<file path="src/hdl/ptt_pkg.sv">
`default_nettype none

package ptt_pkg;

  localparam int unsigned NumSlotsDefault = 8;

  localparam int unsigned ActionW   = 2;
  localparam int unsigned SlotW     = 3;
  localparam int unsigned IdW       = 8;
  localparam int unsigned DurationW = 15;
  localparam int unsigned TickW     = 16;

  typedef enum logic [ActionW-1:0] {
    ACT_TICK       = 2'd0,
    ACT_SCHEDULE   = 2'd1,
    ACT_UNSCHEDULE = 2'd2,
    ACT_PROCESS    = 2'd3
  } action_e;

  // command broadcast from the top level to every cell
  typedef struct packed {
    logic                 fire;
    action_e              action;
    logic [SlotW-1:0]     slot;
    logic [IdW-1:0]       timer_id;
    logic [DurationW-1:0] duration;
    logic                 periodic;
    logic [TickW-1:0]     tick;
  } cmd_t;

  // priority chain handed from cell to cell, lowest slot first
  typedef struct packed {
    logic             found;
    logic [SlotW-1:0] slot;
    logic [IdW-1:0]   timer_id;
  } chain_t;

endpackage

`default_nettype wire

</file>
<file path="src/hdl/ptt_in_if.sv">
`default_nettype none

interface ptt_in_if;
  import ptt_pkg::*;

  logic                 valid;
  logic                 ready;
  logic [ActionW-1:0]   action;
  logic [SlotW-1:0]     slot;
  logic [IdW-1:0]       timer_id;
  logic [DurationW-1:0] duration;
  logic                 periodic;

  modport source (output valid, action, slot, timer_id, duration, periodic, input ready);
  modport sink   (input valid, action, slot, timer_id, duration, periodic, output ready);
endinterface

`default_nettype wire

</file>
<file path="src/hdl/ptt_out_if.sv">
`default_nettype none

interface ptt_out_if;
  import ptt_pkg::*;

  logic             valid;
  logic             ready;
  logic             expired_found;
  logic [SlotW-1:0] expired_slot;
  logic [IdW-1:0]   expired_id;

  modport source (output valid, expired_found, expired_slot, expired_id, input ready);
  modport sink   (input valid, expired_found, expired_slot, expired_id, output ready);
endinterface

`default_nettype wire

</file>
<file path="src/hdl/ptt_cell.sv">
`default_nettype none

module ptt_cell
  import ptt_pkg::*;
#(
  parameter int unsigned CellIdx = 0
) (
  input  wire    clk_i,
  input  wire    rst_ni,
  input  cmd_t   cmd_i,
  input  chain_t chain_i,
  output chain_t chain_o
);

  logic                 active_q, active_d;
  logic [TickW-1:0]     deadline_q, deadline_d;
  logic [DurationW-1:0] reload_q, reload_d;
  logic [IdW-1:0]       id_q, id_d;

  logic             addressed;
  logic [TickW-1:0] since;
  logic             hit;
  logic             take;

  assign addressed = (32'(cmd_i.slot) == 32'(CellIdx));
  assign since     = cmd_i.tick - deadline_q;
  assign hit       = active_q && !since[TickW-1];
  assign take      = cmd_i.fire && (cmd_i.action == ACT_PROCESS) && !chain_i.found && hit;

  always_comb begin
    if (!chain_i.found && hit) begin
      chain_o.found    = 1'b1;
      chain_o.slot     = SlotW'(CellIdx);
      chain_o.timer_id = id_q;
    end else begin
      chain_o = chain_i;
    end
  end

  always_comb begin
    active_d   = active_q;
    deadline_d = deadline_q;
    reload_d   = reload_q;
    id_d       = id_q;
    if (cmd_i.fire) begin
      unique case (cmd_i.action)
        ACT_SCHEDULE: begin
          if (addressed) begin
            active_d   = 1'b1;
            id_d       = cmd_i.timer_id;
            reload_d   = cmd_i.periodic ? cmd_i.duration : '0;
            deadline_d = cmd_i.tick + TickW'(cmd_i.duration);
          end
        end
        ACT_UNSCHEDULE: begin
          if (addressed) begin
            active_d = 1'b0;
          end
        end
        ACT_PROCESS: begin
          if (take) begin
            if (reload_q != '0) begin
              deadline_d = deadline_q + TickW'(reload_q);
            end else begin
              active_d = 1'b0;
            end
          end
        end
        default: begin
        end
      endcase
    end
  end

  always_ff @(posedge clk_i or negedge rst_ni) begin
    if (!rst_ni) begin
      active_q <= 1'b0;
    end else begin
      active_q <= active_d;
    end
  end

  always_ff @(posedge clk_i) begin
    deadline_q <= deadline_d;
    reload_q   <= reload_d;
    id_q       <= id_d;
  end

endmodule

`default_nettype wire

</file>
<file path="src/hdl/periodic_timer_table_unit.sv">
// channel  | dir | payload                                       | handshake
// in_i     | in  | action, slot, timer_id, duration, periodic    | valid / ready
// out_o    | out | expired_found, expired_slot, expired_id       | valid / ready
//
// one beat per cycle unless out_o stalls: every beat in gives one beat out in the next cycle
// all cells compare their deadlines at once, a priority chain picks the lowest slot
// the output register takes a new result in the cycle its old one is taken
// reset clears the tick counter, the active flags and the output valid
// a stall on out_o holds in_i ready low until the waiting result is taken
`default_nettype none

module periodic_timer_table_unit
  import ptt_pkg::*;
#(
  parameter int unsigned NUM_SLOTS = NumSlotsDefault
) (
  input  wire        clk_i,
  input  wire        rst_ni,
  ptt_in_if.sink     in_i,
  ptt_out_if.source  out_o
);

  logic             fire;
  logic [TickW-1:0] tick_q, tick_d;
  cmd_t             cmd;
  chain_t           chain [NUM_SLOTS+1];

  logic             out_valid_q;
  logic             found_q, found_d;
  logic [SlotW-1:0] slot_q, slot_d;
  logic [IdW-1:0]   id_q, id_d;

  assign in_i.ready = !out_valid_q || out_o.ready;
  assign fire       = in_i.valid && in_i.ready;

  assign cmd.fire     = fire;
  assign cmd.action   = action_e'(in_i.action);
  assign cmd.slot     = in_i.slot;
  assign cmd.timer_id = in_i.timer_id;
  assign cmd.duration = in_i.duration;
  assign cmd.periodic = in_i.periodic;
  assign cmd.tick     = tick_q;

  assign chain[0] = '0;

  for (genvar g = 0; g < NUM_SLOTS; g++) begin : g_cell
    ptt_cell #(
      .CellIdx (g)
    ) u_cell (
      .clk_i   (clk_i),
      .rst_ni  (rst_ni),
      .cmd_i   (cmd),
      .chain_i (chain[g]),
      .chain_o (chain[g+1])
    );
  end

  assign tick_d = (fire && cmd.action == ACT_TICK) ? tick_q + TickW'(1) : tick_q;

  always_comb begin
    if (cmd.action == ACT_PROCESS && chain[NUM_SLOTS].found) begin
      found_d = 1'b1;
      slot_d  = chain[NUM_SLOTS].slot;
      id_d    = chain[NUM_SLOTS].timer_id;
    end else begin
      found_d = 1'b0;
      slot_d  = '0;
      id_d    = '0;
    end
  end

  always_ff @(posedge clk_i or negedge rst_ni) begin
    if (!rst_ni) begin
      tick_q      <= '0;
      out_valid_q <= 1'b0;
    end else begin
      tick_q <= tick_d;
      if (fire) begin
        out_valid_q <= 1'b1;
      end else if (out_o.ready) begin
        out_valid_q <= 1'b0;
      end
    end
  end

  always_ff @(posedge clk_i) begin
    if (fire) begin
      found_q <= found_d;
      slot_q  <= slot_d;
      id_q    <= id_d;
    end
  end

  assign out_o.valid         = out_valid_q;
  assign out_o.expired_found = found_q;
  assign out_o.expired_slot  = slot_q;
  assign out_o.expired_id    = id_q;

endmodule

`default_nettype wire

</file>
<file path="src/flat_wrapper.sv">
// flat-port wrapper written by rule: the top's interface ports become plain ports
module periodic_timer_table_unit_flat import ptt_pkg::*;
#(
  parameter int unsigned NUM_SLOTS = NumSlotsDefault
)
  (clk_i, rst_ni, in_i_valid, in_i_action, in_i_slot, in_i_timer_id, in_i_duration, in_i_periodic, in_i_ready, out_o_valid, out_o_expired_found, out_o_expired_slot, out_o_expired_id, out_o_ready);
  ptt_in_if in_i_i ();
  ptt_out_if out_o_i ();
  input  wire clk_i;
  input  wire rst_ni;
  input wire logic [$bits(in_i_i.valid)-1:0] in_i_valid;
  input wire logic [$bits(in_i_i.action)-1:0] in_i_action;
  input wire logic [$bits(in_i_i.slot)-1:0] in_i_slot;
  input wire logic [$bits(in_i_i.timer_id)-1:0] in_i_timer_id;
  input wire logic [$bits(in_i_i.duration)-1:0] in_i_duration;
  input wire logic [$bits(in_i_i.periodic)-1:0] in_i_periodic;
  output wire logic [$bits(in_i_i.ready)-1:0] in_i_ready;
  output wire logic [$bits(out_o_i.valid)-1:0] out_o_valid;
  output wire logic [$bits(out_o_i.expired_found)-1:0] out_o_expired_found;
  output wire logic [$bits(out_o_i.expired_slot)-1:0] out_o_expired_slot;
  output wire logic [$bits(out_o_i.expired_id)-1:0] out_o_expired_id;
  input wire logic [$bits(out_o_i.ready)-1:0] out_o_ready;
  assign in_i_i.valid = in_i_valid;
  assign in_i_i.action = in_i_action;
  assign in_i_i.slot = in_i_slot;
  assign in_i_i.timer_id = in_i_timer_id;
  assign in_i_i.duration = in_i_duration;
  assign in_i_i.periodic = in_i_periodic;
  assign in_i_ready = in_i_i.ready;
  assign out_o_valid = out_o_i.valid;
  assign out_o_expired_found = out_o_i.expired_found;
  assign out_o_expired_slot = out_o_i.expired_slot;
  assign out_o_expired_id = out_o_i.expired_id;
  assign out_o_i.ready = out_o_ready;
  periodic_timer_table_unit #(.NUM_SLOTS(NUM_SLOTS)) u_core (.clk_i(clk_i), .rst_ni(rst_ni), .in_i(in_i_i), .out_o(out_o_i));
endmodule
</file>
<file path="config.mk">
export PLATFORM = sky130hd
export DESIGN_NAME = periodic_timer_table_unit_flat
export DESIGN_NICKNAME = d
export VERILOG_FILES = /design/src/hdl/ptt_pkg.sv /design/src/hdl/ptt_in_if.sv /design/src/hdl/ptt_out_if.sv /design/src/hdl/ptt_cell.sv /design/src/hdl/periodic_timer_table_unit.sv /design/src/flat_wrapper.sv
export SDC_FILE = /design/constraint.sdc
export NUM_CORES = 1
export LEC_CHECK = 0
export ABC_AREA = 1
export BUFFER_PORTS_ARGS = -buffer_cell sky130_fd_sc_hd__buf_2
export CAP_MARGIN = 10
export CORE_UTILIZATION = 60
export CTS_BUF_LIST = sky130_fd_sc_hd__clkbuf_4
export DETAILED_ROUTE_END_ITERATION = 8
export GPL_TIMING_DRIVEN = 0
export HOLD_SLACK_MARGIN = 0.15
export MAX_ROUTING_LAYER = met4
export PLACE_DENSITY = 0.88
export SYNTH_ARGS = -nofsm -noshare
export SYNTH_HDL_FRONTEND = slang
export SYNTH_SLANG_ARGS = --single-unit
export TNS_END_PERCENT = 10
</file>
<file path="constraint.sdc">
create_clock -name clk_i -period 7.2 [get_ports clk_i]
set_input_delay 0.72 -clock clk_i [delete_from_list [all_inputs] [get_ports clk_i]]
set_output_delay 0.72 -clock clk_i [all_outputs]
set_load 0.05 [all_outputs]
</file>
After elaboration in Yosys (flattened, before gate mapping)

Index checks and enable logic that the tools add are counted.

Bitwise logic cells: 0
Divide/modulo/power cells: 0
Multiply operators: 0
Add/subtract/negate cells: 18
Muxes and demuxes: 84
Eq/ne operators: 50
Shift-type cells: 0
$lt $le $gt $ge: 0
Reductions and logical operators: 88

Operators with widths:

| cell                    | count |
|---|---|
| $mux W16                | 24 |
| $pmux W16 S2            | 8 |
| $add A16 B15 Y16        | 9 |
| $sub A16 B16 Y16        | 8 |
| $reduce_bool A15 Y1     | 8 |
| $mux W12                | 8 |
| $ne A2 B2 Y1 const B    | 40 |
| $reduce_and A6 Y1       | 8 |
| $reduce_and A5 Y1       | 8 |
| $mux W1                 | 35 |
| $logic_and A1 B1 Y1     | 34 |
| $pmux W1 S3             | 8 |
| $reduce_and A3 Y1       | 8 |
| $add A16 B1 Y16 const B | 1 |
| $logic_not A1 Y1        | 16 |
| $mux W15                | 1 |
| $eq A3 B3 Y1 const B    | 4 |
| $eq A3 B2 Y1 const B    | 2 |
| $eq A2 B2 Y1 const B    | 2 |
| $reduce_bool A2 Y1      | 2 |
| $eq A3 B1 Y1 const B    | 1 |
| $logic_not A3 Y1        | 1 |
| $reduce_bool A3 Y1      | 1 |
| $eq A2 B1 Y1 const B    | 1 |
| other kinds (2)         | 2 |

Bits in latches: 0
Register bits: 349
Input bits: 33
Memories: 0
Logic and storage cells: 277
RAM bits: 0
ROM bits: 0

Longest topological paths before layout

Word-level depth: 27
Depth in mapped cells: 22
Depth with buffers taken out: 21

By module

Synthesis repeated with hierarchy kept, for this count alone.

Cell total of the unflattened synthesis: 4,117
Area, all modules: 30,843.3 um^2

By module, submodules not included:

| module                                 | times used | cells each | area each (um^2) |
|---|---|---|---|
| ptt_cell (u_core.g_cell[5].u_cell ...) | 2          | 496        | 3,681.0 |
| ptt_cell (u_core.g_cell[4].u_cell)     | 1          | 495        | 3,702.3 |
| ptt_cell (u_core.g_cell[2].u_cell)     | 1          | 495        | 3,684.8 |
| ptt_cell (u_core.g_cell[1].u_cell)     | 1          | 495        | 3,683.5 |
| ptt_cell (u_core.g_cell[0].u_cell)     | 1          | 495        | 3,678.5 |
| ptt_cell (u_core.g_cell[3].u_cell)     | 1          | 494        | 3,658.5 |
| ptt_cell (u_core.g_cell[7].u_cell)     | 1          | 493        | 3,626.0 |
| periodic_timer_table_unit              | 1          | 158        | 1,447.6 |

Worst setup path after synthesis

No wires, ideal clock.

Path kind: input-to-reg
From: in out_o_ready
To: reg u_core.g_cell[1].u_cell.deadline_q[0], enable pin
Data required time: 6.758 ns
Setup slack: 2.619 ns
Library setup time: 0.442 ns
Arrival time: 4.139 ns
Stages on the path: 7
Buffers on the path: 1
Path through: inv_1 -> nand2_2 -> nand2_2 -> inv_2 -> clkbuf_1 -> o21ai_1 -> a2111oi_1

Word-level cells in the longest chain between the ends: 7

RTL lines:

| element                              | line                            | source |
|---|---|---|
| start: declaration                   | flat_wrapper.sv:22              | `input wire logic [$bits(out_o_i.ready)-1:0] out_o_ready;` |
| $logic_or A1 B1 Y1 *                 | periodic_timer_table_unit.sv:33 | `assign in_i.ready = !out_valid_q \|\| out_o.ready;` |
| via in_i_ready                       | flat_wrapper.sv:17              | `output wire logic [$bits(in_i_i.ready)-1:0] in_i_ready;` |
| $logic_and A1 B1 Y1 *                | periodic_timer_table_unit.sv:34 | `assign fire = in_i.valid && in_i.ready;` |
| via u_core.fire                      | periodic_timer_table_unit.sv:23 | `logic fire;` |
| $logic_and A1 B1 Y1 (3 in series)    | ptt_cell.sv:28                  | `assign take = cmd_i.fire && (cmd_i.action == ACT_PROCESS) && !chain_i.found && hit;` |
| $ne A2 B2 Y1 (no source line)        | -                               |  |
| $reduce_and A5 Y1 (no source line) * | -                               |  |
| end signal: assignment               | ptt_cell.sv:84                  | `deadline_q <= deadline_d;` |
| end: declaration                     | ptt_cell.sv:16                  | `logic [TickW-1:0] deadline_q, deadline_d;` |

The timed path passes the listed nets; every way through them passes the cells marked *.
A chain may end at the register's enable or synchronous reset.

Worst setup path in the final report

From: reg u_core.tick_q[4]
To: reg u_core.g_cell[3].u_cell.deadline_q[3], enable pin

Word-level cells in the longest chain between the ends: 15
Elaborated cells on any way between the ends: 24
Those cells by class: 4 x add/sub; 1 x eq/ne; 3 x mux; 16 x reduce/logical

RTL lines:

| element                              | line                            | source |
|---|---|---|
| start: declaration                   | periodic_timer_table_unit.sv:24 | `logic [TickW-1:0] tick_q, tick_d;` |
| start signal: assignment             | periodic_timer_table_unit.sv:77 | `tick_q <= tick_d;` |
| $sub A16 B16 Y16                     | ptt_cell.sv:26                  | `assign since = cmd_i.tick - deadline_q;` |
| $logic_not A1 Y1                     | ptt_cell.sv:27                  | `assign hit = active_q && !since[TickW-1];` |
| $logic_and A1 B1 Y1                  | ptt_cell.sv:27                  |  |
| $mux W12                             | ptt_cell.sv:31                  | `if (!chain_i.found && hit) begin` |
| $logic_not A1 Y1                     | ptt_cell.sv:31                  |  |
| $logic_and A1 B1 Y1                  | ptt_cell.sv:31                  |  |
| $mux W12                             | ptt_cell.sv:31                  |  |
| $logic_not A1 Y1                     | ptt_cell.sv:31                  |  |
| $logic_and A1 B1 Y1                  | ptt_cell.sv:31                  |  |
| $mux W12                             | ptt_cell.sv:31                  |  |
| $logic_not A1 Y1                     | ptt_cell.sv:28                  |  |
| $logic_and A1 B1 Y1                  | ptt_cell.sv:28                  |  |
| $logic_and A1 B1 Y1 *                | ptt_cell.sv:28                  |  |
| $ne A2 B2 Y1 (no source line) *      | -                               |  |
| $reduce_and A5 Y1 (no source line) * | -                               |  |
| end signal: assignment               | ptt_cell.sv:84                  |  |
| end: declaration                     | ptt_cell.sv:16                  |  |

Mark *: on every way between the ends. The rest lies on a longest branch, timed or not.

==> impl_metrics.env <==
export IMPL_status="finished clean"
export IMPL_drive_above_1_share_pct=9.85
export IMPL_cp_start_kind="register"
export IMPL_cts_resized=0
export IMPL_power_total_mw=5.51
export IMPL_synth_area_leaders="edfxtp_1 44%, ha_1 14%, nand2_1 8.6%"
export IMPL_fmax_ghz=0.214
export IMPL_setup_viol=0
export IMPL_grt_pass1_vias=19300
export IMPL_synthArstFlopShare_pct=7.16
export IMPL_grt_max_degree=26
export IMPL_synth_seq_cells=349
export IMPL_hold_violations=0
export IMPL_gp_congestion=0.993
export IMPL_overflow=0
export IMPL_synth_largest_area_cell="edfxtp_1"
export IMPL_place_inst=3006
export IMPL_synth_distinct_cells=55
export IMPL_root_buffer="clkbuf_4"
export IMPL_p_per_area_nw_per_um2=223
export IMPL_core_rowCount=70
export IMPL_die_h_um=195
export IMPL_io_pins=47
export IMPL_tritoncts="yes"
export IMPL_cts_htree_levels=3
export IMPL_multi_input_area_um2=10600
export IMPL_cp_max_fo=12
export IMPL_postRouteAntennaNets=0
export IMPL_vias=19500
export IMPL_rsz0062_at_grt="false"
export IMPL_start_util_pct=61.0
export IMPL_fin_nets=2931
export IMPL_period_needed_ns=4.67
export IMPL_grt_total_usage_pct=38.3
export IMPL_avgSynthCellArea_um2=9.04
export IMPL_crit_arrival_ns=5.17
export IMPL_drtIter0Drc=2324
export IMPL_fin_util_pct=67.6
export IMPL_syn_to_final_growth_pct=10.9
export IMPL_wire_per_inst_um=21.7
export IMPL_wl_um=69400
export IMPL_synth_warnings=0
export IMPL_end_kind="register"
export IMPL_worst_hold_path_type="in2reg"
export IMPL_clkLatencyLatePin_ns=0.86
export IMPL_drc=0
export IMPL_cts_reportedPaths_clkPinSlew_ns=0.07
export IMPL_syn_area_um2=22300
export IMPL_clock_sinks=349
export IMPL_fill_cells=2795
export IMPL_yosysTopAreaCellShare_pct=43.6
export IMPL_seq_area_um2=10400
export IMPL_slew_violations=0
export IMPL_place_hpwl_um=49800
export IMPL_viasPerCell=6.11
export IMPL_fin_area_um2=24700
export IMPL_port_buffers=46
export IMPL_syn_num_nets=2763
export IMPL_peakVddDrop_mv=0.199
export IMPL_first_pass_iters=5
export IMPL_relSlewSlack_pct=6.34
export IMPL_cts_buffer_depth=3
export IMPL_coreArea_um2=36600
export IMPL_max_slew_worst_pin_slew_ns=1.40
export IMPL_critPathRequiredTime_ns=7.70
export IMPL_antenna_found_initial=8
export IMPL_synth_edf_count=324
export IMPL_dieWidth_um=195
export IMPL_synth_cells=2468
export IMPL_dieArea_um2=38000
export IMPL_synth_top_flop_cell="edfxtp_1"
export IMPL_fin_cells=3193
export IMPL_ys_seq_area_share_pct=46.4
export IMPL_postPlaceCellArea_um2=23500
export IMPL_finClkSkew_ns=0.0871
export IMPL_cts_buffers=93
export IMPL_drv_cap=0
export IMPL_final_period_utilization_pct=64.9
export IMPL_grt_pass1_wl_um=106000
export IMPL_fin_setup_tns_ns=0
export IMPL_worstSetupPathType="reg2reg"
export IMPL_cellLeakagePower_nw=11.3
## synthesized netlist by cell type (3+ instances only)
cell type / n
nand2_2: 3
or4_1: 3
a221oi_1: 9
buf_6: 3
edfxtp_1: 324
nor2_1: 149
nand2_1: 512
and2_1: 4
buf_1: 5
a21o_1: 10
nand3_1: 111
o21bai_1: 7
inv_1: 331
nor2_4: 4
a31oi_1: 5
o21a_1: 8
xnor2_1: 18
xor2_1: 28
dfrtp_1: 25
o31ai_1: 13
nand3_2: 3
clkbuf_1: 24
o211ai_1: 4
o221ai_1: 4
nor3b_1: 3
clkinv_1: 5
a21oi_1: 248
o21ai_1: 38
nand4_1: 20
fa_1: 9
a211oi_1: 5
nor4_1: 24
o21ai_0: 186
nand2_4: 4
a21boi_0: 3
nor3_2: 3
inv_2: 3
nor3_1: 34
ha_1: 253
## worst paths after layout
kind / from / endpoint / slack, ns / depth (start not counted)
setup / recovery: u_core.tick_q[4] / u_core.g_cell[3].u_cell.deadline_q[3] / 2.53 / 12
setup reg to reg: u_core.tick_q[4] / u_core.g_cell[3].u_cell.deadline_q[3] / 2.53 / 12
min in group asynchronous: rst_ni / u_core.g_cell[3].u_cell.active_q / 0.50 / 2
hold reg to reg: u_core.g_cell[5].u_cell.active_q / u_core.g_cell[5].u_cell.active_q / 0.49 / 2
hold / removal: in_i_timer_id[3] / u_core.g_cell[7].u_cell.id_q[3] / 0.18 / 1
max in group asynchronous: rst_ni / u_core.tick_q[15] / 6.24 / 2
## sequential cells by signal, indices dropped and copies added, names as in the netlist
register and count:
u_core.g_cell.u_cell.active_q 8, u_core.g_cell.u_cell.id_q 64, u_core.out_o.expired_found 1, u_core.g_cell.u_cell.reload_q 120, u_core.tick_q 16, u_core.g_cell.u_cell.deadline_q 128, u_core.out_o.expired_id 8, u_core.out_o.valid 1
u_core.out_o.expired_slot 3
## metal layers
layer / vias up / GRT usage, % / share of wire (%)
li1: 8991 / - / -
met1: 9066 / 47.4 / 39
met2: 1189 / 56.6 / 43
met3: 267 / 9.73 / 12
met4: 0 / 23.0 / 6.1
met5: - / - / 0
## cells in the final DEF, fill, tap and decap left out, drive strengths merged, types with 2 or more instances in the layout
cell type and count:
fa 9, o21ai 226, o21bai 7, clkbuf 159, buf 80, xor2 28
nand3 114, nor2 156, a21o 10, a221oi 9, edfxtp 324, dfrtp 25
o21a 8, nand3b 2, a31oi 5, o211ai 4, and2 4, clkinv 36
a21boi 5, ha 253, nor3 37, o2111ai 2, nor4 24, nand4 22
clkinvlp 3, dlygate4sd3 2, o221ai 4, or2 2, xnor2 18, a21oi 249
nor3b 3, a211oi 5, o31ai 13, inv 336, or4 3, diode 14
nand2 519
## power breakdown
part           internal, mW  switching, mW  total (mW)
registers              2.36          0.143        2.50
clock network         0.867          0.898        1.77
logic                 0.379          0.865        1.24
## through the flow
stage | setup slack [ns] | hold WS [ns]
after floorplan | 2.62 | 0.424
after global placement | 0.665 | 0.459
after detailed placement | 2.75 | 0.467
after CTS | 2.68 | 0.156
after global routing | 2.37 | 0.157
final | 2.53 | 0.177
## critical path, cell delays in order, from the launching register on
cell and delay [ns]:
dfrtp_1 1.01, ha_1 0.40, a21oi_1 0.13, o21ai_0 0.10
o21ai_1 0.37, nand2_1 0.10, nand2_1 0.08, nand3_1 0.35
nand2b_1 0.35, o21ai_0 0.38, nand2_1 0.12, nor3_2 0.62
buf_6 0.27
## final cells by class
type / instances / share of cell area [%]
multi-input cells: 1746 / 42.8
flip-flops and latches: 349 / 41.8
inverters: 340 / 5.17
clock buffers: 135 / 4.10
well taps: 468 / 2.37
repair buffers: 73 / 2.33
clock inverters: 35 / 0.632
plain buffers: 33 / 0.597
diodes: 14 / 0.142
## repair_timing
action	in CTS	in global routing
hold endpoints to repair	26	0
hold buffers	2	0
setup buffers	0	0
## logic make-up (layout without fill, tap and decap cells)
kind of cell               after synthesis  count (layout)  synth area share, %
xor gates and xnor gates                46              46                 1.80
adders and majority gates              262             262                 15.0
DFF                                    349             349                 46.4
other                                    0              14                    0
AOI/OAI and AO/OA                      549             549                 13.3
and+or+nand+nor                        889             889                 17.1
buffers and inverters                  373             616                 6.39
No activity file was read; power rests on OpenSTA's default activity.
